### config.mk
export PLATFORM = sky130hd
export DESIGN_NAME = binary_heap_priority_queue_top
export DESIGN_NICKNAME = d
export VERILOG_FILES = /design/src/design/bhpq_pkg.sv /design/src/design/bhpq_ctrl.sv /design/src/design/bhpq_dpath.sv /design/src/design/binary_heap_priority_queue_top.sv
export VERILOG_INCLUDE_DIRS = /design/src /design/src/design
export SDC_FILE = /design/constraint.sdc
export NUM_CORES = 2
export LEC_CHECK = 0
export ABC_AREA = 1
export CAP_MARGIN = 20
export CELL_PAD_IN_SITES_DETAIL_PLACEMENT = 0
export CELL_PAD_IN_SITES_GLOBAL_PLACEMENT = 1
export CORE_ASPECT_RATIO = 1.1
export CORE_MARGIN = 3
export CORE_UTILIZATION = 36
export CTS_CLUSTER_DIAMETER = 150
export DETAILED_ROUTE_END_ITERATION = 10
export DONT_BUFFER_PORTS = 1
export PLACE_DENSITY = 0.57
export RECOVER_POWER = 25
export SYNTH_ARGS = -nofsm -noshare
export SYNTH_HDL_FRONTEND = slang
export SYNTH_HIERARCHICAL = 1
export SYNTH_SLANG_ARGS = --single-unit
### constraint.sdc
create_clock -name aclk -period 9.09 [get_ports aclk]
set_input_delay 0 -clock aclk [delete_from_list [all_inputs] [get_ports aclk]]
set_output_delay 0 -clock aclk [all_outputs]
set_load 0.005 [all_outputs]
### src/design/assert_macros.svh
// Assertion macros used by the heap queue datapath.
`ifndef ASSERT_MACROS_SVH
`define ASSERT_MACROS_SVH

// A property that must hold at every clock edge outside reset.
`define ASSERT_CLK(lbl, clk, rstn, prop, msg) \
    lbl: assert property (@(posedge clk) disable iff (!rstn) (prop)) else $error(msg);

// A condition that must follow from another in the same cycle.
`define ASSERT_IMP(lbl, clk, rstn, ante, cons, msg) \
    lbl: assert property (@(posedge clk) disable iff (!rstn) (ante) |-> (cons)) else $error(msg);

`endif

### src/design/bhpq_pkg.sv
// Types and constants shared by the heap priority queue modules.
`default_nettype none

package bhpq_pkg;

    localparam int PRI_W  = 32;
    localparam int ELEM_W = 16;
    localparam int STAT_W = 2;

    typedef enum logic {
        OP_PUT = 1'b0,
        OP_GET = 1'b1
    } op_t;

    typedef enum logic [STAT_W-1:0] {
        ST_OK    = 2'd0,
        ST_EMPTY = 2'd1,
        ST_FULL  = 2'd2
    } status_t;

    typedef struct packed {
        logic signed [PRI_W-1:0] pri;
        logic [ELEM_W-1:0]       elem;
    } entry_t;

    typedef enum logic [2:0] {
        S_IDLE,
        S_UP_READ,
        S_UP_CMP,
        S_DN_LAST,
        S_DN_LOAD,
        S_DN_READ,
        S_DN_CMP,
        S_FINISH
    } state_t;

    // Commands from the controller to the datapath.
    typedef struct packed {
        logic    load_item;
        logic    start_put;
        logic    start_get;
        logic    set_status;
        status_t status;
        logic    rd_parent;
        logic    rd_last;
        logic    load_last;
        logic    rd_children;
        logic    up_move;
        logic    dn_move;
        logic    place;
        logic    finish;
    } cmd_t;

    // Status from the datapath to the controller.
    typedef struct packed {
        logic full;
        logic empty;
        logic pos_zero;
        logic up_less;
        logic has_child;
        logic pick_child;
        logic out_free;
    } sts_t;

endpackage

`default_nettype wire

### src/design/bhpq_ctrl.sv
// Controller state machine that sequences put and get requests.
`default_nettype none

module bhpq_ctrl (
    input  wire logic          aclk,
    input  wire logic          aresetn,
    input  wire logic          s_tvalid,
    input  wire logic          s_op,
    output logic               s_tready,
    input  wire bhpq_pkg::sts_t sts,
    output bhpq_pkg::cmd_t     cmd
);
    import bhpq_pkg::*;

    state_t state_reg;
    state_t state_next;

    always_ff @(posedge aclk) begin
        if (!aresetn) begin
            state_reg <= S_IDLE;
        end else begin
            state_reg <= state_next;
        end
    end

    always_comb begin
        state_next = state_reg;
        unique case (state_reg)
            S_IDLE: begin
                if (s_tvalid) begin
                    if (s_op == OP_GET) begin
                        state_next = sts.empty ? S_FINISH : S_DN_LAST;
                    end else begin
                        state_next = sts.full ? S_FINISH : S_UP_READ;
                    end
                end
            end
            S_UP_READ: state_next = sts.pos_zero ? S_FINISH : S_UP_CMP;
            S_UP_CMP:  state_next = sts.up_less ? S_UP_READ : S_FINISH;
            S_DN_LAST: state_next = sts.empty ? S_FINISH : S_DN_LOAD;
            S_DN_LOAD: state_next = S_DN_READ;
            S_DN_READ: state_next = sts.has_child ? S_DN_CMP : S_FINISH;
            S_DN_CMP:  state_next = sts.pick_child ? S_DN_READ : S_FINISH;
            S_FINISH:  state_next = sts.out_free ? S_IDLE : S_FINISH;
            default:   state_next = S_IDLE;
        endcase
    end

    always_comb begin
        cmd      = '0;
        s_tready = 1'b0;
        unique case (state_reg)
            S_IDLE: begin
                s_tready = 1'b1;
                if (s_tvalid) begin
                    cmd.load_item  = 1'b1;
                    cmd.set_status = 1'b1;
                    cmd.status     = ST_OK;
                    if (s_op == OP_GET) begin
                        if (sts.empty) begin
                            cmd.status = ST_EMPTY;
                        end else begin
                            cmd.start_get = 1'b1;
                        end
                    end else begin
                        if (sts.full) begin
                            cmd.status = ST_FULL;
                        end else begin
                            cmd.start_put = 1'b1;
                        end
                    end
                end
            end
            S_UP_READ: begin
                if (sts.pos_zero) begin
                    cmd.place = 1'b1;
                end else begin
                    cmd.rd_parent = 1'b1;
                end
            end
            S_UP_CMP: begin
                if (sts.up_less) begin
                    cmd.up_move = 1'b1;
                end else begin
                    cmd.place = 1'b1;
                end
            end
            S_DN_LAST: begin
                cmd.rd_last = !sts.empty;
            end
            S_DN_LOAD: begin
                cmd.load_last = 1'b1;
            end
            S_DN_READ: begin
                if (sts.has_child) begin
                    cmd.rd_children = 1'b1;
                end else begin
                    cmd.place = 1'b1;
                end
            end
            S_DN_CMP: begin
                if (sts.pick_child) begin
                    cmd.dn_move = 1'b1;
                end else begin
                    cmd.place = 1'b1;
                end
            end
            S_FINISH: begin
                cmd.finish = sts.out_free;
            end
            default: begin
                cmd = '0;
            end
        endcase
    end

endmodule

`default_nettype wire

### src/design/bhpq_dpath.sv
// Datapath: heap memory, hole position, compare logic and result register.
`default_nettype none
`include "assert_macros.svh"

module bhpq_dpath #(
    parameter int CAPACITY = 64,
    parameter int CNT_W    = 7
) (
    input  wire logic                          aclk,
    input  wire logic                          aresetn,
    input  wire logic [bhpq_pkg::PRI_W-1:0]    in_pri,
    input  wire logic [bhpq_pkg::ELEM_W-1:0]   in_elem,
    input  wire bhpq_pkg::cmd_t                cmd,
    output bhpq_pkg::sts_t                     sts,
    input  wire logic                          out_ready,
    output logic                               out_valid,
    output bhpq_pkg::status_t                  out_status,
    output bhpq_pkg::entry_t                   out_got,
    output bhpq_pkg::entry_t                   out_best,
    output logic [CNT_W-1:0]                   out_count
);
    import bhpq_pkg::*;

    localparam int IDX_W = (CAPACITY > 1) ? $clog2(CAPACITY) : 1;
    localparam int CHD_W = IDX_W + 2;

    entry_t mem [CAPACITY];

    entry_t             item_reg;
    entry_t             root_reg;
    entry_t             got_reg;
    entry_t             rd0_reg;
    entry_t             rd1_reg;
    status_t            status_reg;
    logic [IDX_W-1:0]   pos_reg;
    logic [IDX_W-1:0]   parent_reg;
    logic [IDX_W-1:0]   lc_reg;
    logic               rc_ok_reg;
    logic [CNT_W-1:0]   count_reg;
    logic               out_valid_reg;
    status_t            out_status_reg;
    entry_t             out_got_reg;
    entry_t             out_best_reg;
    logic [CNT_W-1:0]   out_count_reg;

    logic [CHD_W-1:0]   lc_ext;
    logic [CHD_W-1:0]   rc_ext;
    logic [CHD_W-1:0]   count_ext;
    logic [IDX_W-1:0]   parent_w;
    logic               rd_en0;
    logic               rd_en1;
    logic [IDX_W-1:0]   rd_addr0;
    logic [IDX_W-1:0]   rd_addr1;
    logic               wr_en;
    entry_t             wr_data;
    logic               lc_less;
    logic               rc_less;
    logic signed [PRI_W-1:0] cmp_pri;

    assign lc_ext    = {1'b0, pos_reg, 1'b1};
    assign rc_ext    = lc_ext + 1'b1;
    assign count_ext = CHD_W'(count_reg);
    assign parent_w  = (pos_reg - 1'b1) >> 1;

    // Children are picked left first; the right child wins only when it is
    // strictly below the smaller of the hole item and the left child.
    assign lc_less = rd0_reg.pri < item_reg.pri;
    assign cmp_pri = lc_less ? rd0_reg.pri : item_reg.pri;
    assign rc_less = rc_ok_reg && (rd1_reg.pri < cmp_pri);

    assign sts.full       = count_reg == CNT_W'(CAPACITY);
    assign sts.empty      = count_reg == '0;
    assign sts.pos_zero   = pos_reg == '0;
    assign sts.up_less    = item_reg.pri < rd0_reg.pri;
    assign sts.has_child  = lc_ext < count_ext;
    assign sts.pick_child = lc_less || rc_less;
    assign sts.out_free   = !out_valid_reg || out_ready;

    assign rd_en0   = cmd.rd_parent || cmd.rd_last || cmd.rd_children;
    assign rd_en1   = cmd.rd_children;
    assign rd_addr1 = rc_ext[IDX_W-1:0];

    always_comb begin
        rd_addr0 = lc_ext[IDX_W-1:0];
        if (cmd.rd_parent) begin
            rd_addr0 = parent_w;
        end else if (cmd.rd_last) begin
            rd_addr0 = count_reg[IDX_W-1:0];
        end
    end

    assign wr_en = cmd.up_move || cmd.dn_move || cmd.place;

    always_comb begin
        wr_data = item_reg;
        if (cmd.up_move) begin
            wr_data = rd0_reg;
        end else if (cmd.dn_move) begin
            wr_data = rc_less ? rd1_reg : rd0_reg;
        end
    end

    always_ff @(posedge aclk) begin
        if (wr_en) begin
            mem[pos_reg] <= wr_data;
        end
        if (rd_en0) begin
            rd0_reg <= mem[rd_addr0];
        end
        if (rd_en1) begin
            rd1_reg <= mem[rd_addr1];
        end
    end

    always_ff @(posedge aclk) begin
        if (cmd.load_item) begin
            item_reg <= {in_pri, in_elem};
            // A get takes the root at accept; every other request reports zero.
            got_reg  <= cmd.start_get ? root_reg : '0;
        end
        if (cmd.set_status) begin
            status_reg <= cmd.status;
        end
        if (cmd.start_put) begin
            pos_reg <= count_reg[IDX_W-1:0];
        end
        if (cmd.rd_parent) begin
            parent_reg <= parent_w;
        end
        if (cmd.rd_children) begin
            lc_reg    <= lc_ext[IDX_W-1:0];
            rc_ok_reg <= rc_ext < count_ext;
        end
        if (cmd.load_last) begin
            item_reg <= rd0_reg;
            pos_reg  <= '0;
        end
        if (cmd.up_move) begin
            pos_reg <= parent_reg;
        end
        if (cmd.dn_move) begin
            pos_reg <= rc_less ? lc_reg + 1'b1 : lc_reg;
        end
        // The root is mirrored in flops so results never need a memory read.
        if (wr_en && pos_reg == '0) begin
            root_reg <= wr_data;
        end
        if (cmd.finish) begin
            out_status_reg <= status_reg;
            out_got_reg    <= got_reg;
            out_best_reg   <= (count_reg == '0) ? '0 : root_reg;
            out_count_reg  <= count_reg;
        end
    end

    always_ff @(posedge aclk) begin
        if (!aresetn) begin
            count_reg     <= '0;
            out_valid_reg <= 1'b0;
        end else begin
            if (cmd.start_put) begin
                count_reg <= count_reg + 1'b1;
            end else if (cmd.start_get) begin
                count_reg <= count_reg - 1'b1;
            end
            if (cmd.finish) begin
                out_valid_reg <= 1'b1;
            end else if (out_ready) begin
                out_valid_reg <= 1'b0;
            end
        end
    end

    assign out_valid  = out_valid_reg;
    assign out_status = out_status_reg;
    assign out_got    = out_got_reg;
    assign out_best   = out_best_reg;
    assign out_count  = out_count_reg;

    `ASSERT_CLK(a_count_bound, aclk, aresetn, count_reg <= CNT_W'(CAPACITY), "fill count above capacity")
    `ASSERT_IMP(a_full_count, aclk, aresetn, out_valid_reg && out_status_reg == ST_FULL, out_count_reg == CNT_W'(CAPACITY), "full status without a full heap")
    `ASSERT_IMP(a_empty_zero, aclk, aresetn, out_valid_reg && out_status_reg == ST_EMPTY, out_count_reg == '0 && out_got_reg == '0, "empty status with entries or data")
    `ASSERT_IMP(a_no_rw_clash, aclk, aresetn, wr_en, !rd_en0 && !rd_en1, "heap memory read and written in one cycle")

endmodule

`default_nettype wire

### src/design/binary_heap_priority_queue_top.sv
// Binary min-heap priority queue: a put inserts {priority, element}, a get removes
// the entry with the lowest signed priority (ties keep their heap places). Every
// request returns one result with its status, the removed entry, the new root and
// the entry count. The heap lives in one memory with a write port and two
// registered read ports; each heap level is a read state followed by a compare
// state. A put moves the new entry up towards the root and a get moves the last
// entry down from the root, at most log2(CAPACITY) levels (six at the default of
// 64). The next request is accepted in the cycle after the result is loaded,
// even while that result still waits in the output register. A put into a full
// heap is dropped with full status, a get on an empty heap returns empty status.
`default_nettype none

module binary_heap_priority_queue_top #(
    parameter int CAPACITY = 64
) (
    input  wire logic              aclk,
    input  wire logic              aresetn,
    input  wire logic              s_tvalid,
    output logic                   s_tready,
    // priority_req [31:0], element [47:32]
    input  wire logic [47:0]       s_tdata,
    // operation [0]
    input  wire logic [0:0]        s_tuser,
    output logic                   m_tvalid,
    input  wire logic              m_tready,
    // status, got_element, got_priority, best_element, best_priority, entry_count
    output logic [((98 + $clog2(CAPACITY + 1) + 7) / 8) * 8 - 1:0] m_tdata
);
    import bhpq_pkg::*;

    localparam int CNT_W  = $clog2(CAPACITY + 1);
    localparam int OUT_W  = STAT_W + 2 * (ELEM_W + PRI_W) + CNT_W;
    localparam int OUT_TW = ((OUT_W + 7) / 8) * 8;

    cmd_t              cmd;
    sts_t              sts;
    status_t           out_status;
    entry_t            out_got;
    entry_t            out_best;
    logic [CNT_W-1:0]  out_count;

    bhpq_ctrl u_ctrl (
        .aclk     (aclk),
        .aresetn  (aresetn),
        .s_tvalid (s_tvalid),
        .s_op     (s_tuser[0]),
        .s_tready (s_tready),
        .sts      (sts),
        .cmd      (cmd)
    );

    bhpq_dpath #(
        .CAPACITY (CAPACITY),
        .CNT_W    (CNT_W)
    ) u_dpath (
        .aclk       (aclk),
        .aresetn    (aresetn),
        .in_pri     (s_tdata[PRI_W-1:0]),
        .in_elem    (s_tdata[PRI_W+ELEM_W-1:PRI_W]),
        .cmd        (cmd),
        .sts        (sts),
        .out_ready  (m_tready),
        .out_valid  (m_tvalid),
        .out_status (out_status),
        .out_got    (out_got),
        .out_best   (out_best),
        .out_count  (out_count)
    );

    assign m_tdata = OUT_TW'({out_count, out_best.pri, out_best.elem,
                              out_got.pri, out_got.elem, out_status});

endmodule

`default_nettype wire

==> metrics.md <==
| Metric | Value |
|---|---|
| Outcome | finished, violations left |
| Failing checks | max-capacitance violations, max-slew violations, negative setup slack |
| CTS root buf | clkbuf_16 |
| Clk_lat worst skew | 1000 ps |
| Biggest register | u_dpath/mem |
| Worst Hold Class | primary input to register |
| Ys async rst share | 0 |
| Largest cells by area after synthesis | edfxtp_1 69%, o21ai_0 7.6%, nor2_1 5.5% |
| Mapped Cells | 12640 |
| Die area | 423000 um2 |
| Drt total wl | 650.3 mm |
| Die W | 620.4 um |
| Initial antenna violation count | 63 |
| Top-count cell post-synth | edfxtp_1 |
| Number of global-route vias before repair | 108700 |
| Dpl hpwl | 386.0 mm |
| Post-Syn Area | 149500 um2 |
| Global-route wire length before repair | 891.9 mm |
| GR Util All Layers | 0.2981 |
| Top cell type's share of synthesized area | 0.6902 |
| EDFF count, synth | 3436 |
| Worst Reg-to-Reg Cells | 11 |
| Top post-synthesis cells by count | 3436 x edfxtp_1, 2262 x o21ai_0, 2171 x nor2_1, 967 x clkbuf_1, 822 x nand2_1 |
| Post-synth top flop | edfxtp_1 |
| Post-synthesis sequential area ratio | 0.6917 |
| Io pins | 167 |
| Fin worst setup slack | -420.3 ps |
| Clock transition at path regs | 60 ps |
| Remaining Overflow, GRT | 0 |
| CTS tree | built |
| Clock skew | 74.54 ps |
| Die Y | 681.9 um |
| Layout cells sized above 1 | 0.07910 |
| WP data arrival | 10060 ps |
| Nets | 12570 |
| WL/cell | 35.66 um |
| Antenna viol nets, final | 0 |
| Post-synth top area cell | edfxtp_1 |
| Core ar. | 412600 um2 |
| GR peak layer | met2 |
| Cts repair resizes | 0 |
| CP Max Fanout | 51 |
| Port Buf Inserts | 0 |
| Final period util | 1.046 |
| Dpl cells | 17430 |
| FMAX | 105.1 MHz |
| Max reg flops | 3072 |
| Cell variety after synth | 52 |
| Clock sink total | 3447 |
| Initial core utilization | 0.3623 |
| Setup CP Type | register to register |
| Syn. warnings | 6 |
| Worst slew pin tran | 4589 ps |
| Area Overhead vs Synth | 13.49% |
| Final Hold Viols | 0 |
| Worst EP required | 9640 ps |
| Worst-case clock buffer depth | 4 |
| Met1 Use GR | 0.3922 |
| Crit path max-delay cell type | inv_1 |
| Pre-antenna DRT Iters | 8 |
| Drt drc | 0 |
| Cell Count, Final, Fillers Out | 18240 |
| Global-route met3 utilization | 0.06230 |
| Rows | 247 |
| Worst slew margin | -2.060 |
| Max-Cap Viols | 25 |
| Vias | 114200 |
| H-tree depth | 5 |
| Critical path cell sequence | buf_4 -> inv_8 -> clkbuf_1 -> nor2_1 -> nand2_1 -> nand2_4 -> inv_1 -> clkbuf_2 -> a21oi_1 -> o21ai_0 -> a32oi_1 |
| Critical path launch point type | register |
| Hold depth | 3 |
| Max stage delay on crit path | 2570 ps |
| Post-synthesis register bit count | 3447 |
| DRT iter0 DRCs | 16340 |
| Met2 usage in global routing | 0.4650 |
| Largest net degree at the start of global routing | 178 |
| TritonCTS buffer count | 365 |
| Tmin final | 9510 ps |
| Final count of negative-setup-slack endpoints | 7 |
| GP Congestion | 0.9068 |
| Crit end category | register |
| RSZ-0062 raised after global routing | false |
| DR vias/cell | 6.260 |
| Pins Over Slew Limit | 968 |
| Syn avg cell area | 11.83 um2 |
final timing paths:
| check | end | start | slack [ps] |
|---|---|---|---|
| worst max-delay path | u_dpath/rd1_reg[24] | u_dpath/pos_reg[0] | -420 |
| worst min register to register | u_dpath/out_got[45] | u_dpath/got_reg[45] | 410 |
| worst max register to register | u_dpath/rd1_reg[24] | u_dpath/pos_reg[0] | -420 |
| worst min-delay path | u_dpath/item_reg[38] | s_tdata[22] | 50 |
cell usage in the layout, fill, tap and decap left out, types with 5 or more instances in the layout:
master,netlist,routed
buf_12,0,66
ha_1,84,84
clkinv_2,0,76
a32oi_1,53,53
inv_6,0,9
dlygate4sd3_1,0,101
nand2_2,2,31
inv_8,0,7
clkinv_1,4,74
xor2_1,7,5
conb_1,1,7
bufinv_16,0,37
inv_1,264,259
nor2_4,1,55
clkinvlp_4,0,14
dfxtp_1,11,11
clkbuf_1,967,100
nor2_1,2171,2114
o211ai_1,387,387
a21oi_1,326,327
nand2_1,822,792
o21ai_0,2262,2261
o22ai_1,527,527
nor3_1,13,12
a31oi_1,49,49
clkbuf_2,0,21
diode_2,0,30
a22oi_1,48,48
inv_16,0,5
edfxtp_1,3436,3436
buf_16,0,16
a32o_1,144,144
nand4_1,68,68
clkbuf_16,0,371
nand3_1,361,360
o221ai_1,480,480
buf_4,10,260
critical path: cells and delay by family (launching register included):
| family | cells | cell delay, ps |
|---|---|---|
| buffers and inverters | 5 | 6370 |
| AO/OA/AOI/OAI | 3 | 950 |
| AND/OR/NAND/NOR | 3 | 1140 |
| flip-flops | 1 | 360 |
area by class of cell:
cell class,instances,area [um2]
tap,5478,6854
sequential,3447,103400
clock buffer,443,9554
inverter,273,1090
multi-input combinational,7852,41550
antenna,30,75.07
clock inverter,221,2178
timing repair buffer,494,4961
fill,38670,242900
through the flow:
| step | TNS (ps) | hold slack (ps) | cell area, um2 | setup slack (ps) | util |
|---|---|---|---|---|---|
| CTS | 0 | 0.8972 | 169900 | 359.4 | 0.4118 |
| global placement | 0 | 146.1 | 156400 | 48.51 | 0.3790 |
| floorplan | 0 | 138.4 | 149500 | 1350 | - |
| finish | -987.9 | 51.82 | 169700 | -420.3 | 0.4112 |
| detailed placement | 0 | 146.4 | 157200 | 452.5 | 0.3809 |
| global route | 0 | 46.19 | 169600 | 64.91 | 0.4111 |
repair_timing:
item	CTS	global route
setup endpoints to repair	0	98
hold buffers	101	0
endpoints found under the hold margin	199	0
buffers inserted	0	7
routing by layer:
| layer | routed length (um) | up-vias |
|---|---|---|
| li1 | - | 47430 |
| met3 | 63700 | 1307 |
| met5 | 269 | - |
| met1 | 253400 | 58230 |
| met2 | 293900 | 7186 |
| met4 | 39040 | 16 |
cell families (layout without fill, tap and decap cells):
group,after synthesis,count (layout),synth area share
other,1,37,0.00002508
AO/OA/AOI/OAI,4296,4296,0.1745
XOR/XNOR,10,10,0.0005859
buffers and inverters,1348,1431,0.03447
adder cells (fa/ha/maj),85,85,0.007164
flip-flops,3447,3447,0.6917
AND/OR/NAND/NOR,3453,3454,0.09164
Power is left out: the tool's default activity adds up to more than one toggle a clock period on the data nets, which glitch-free logic cannot reach.
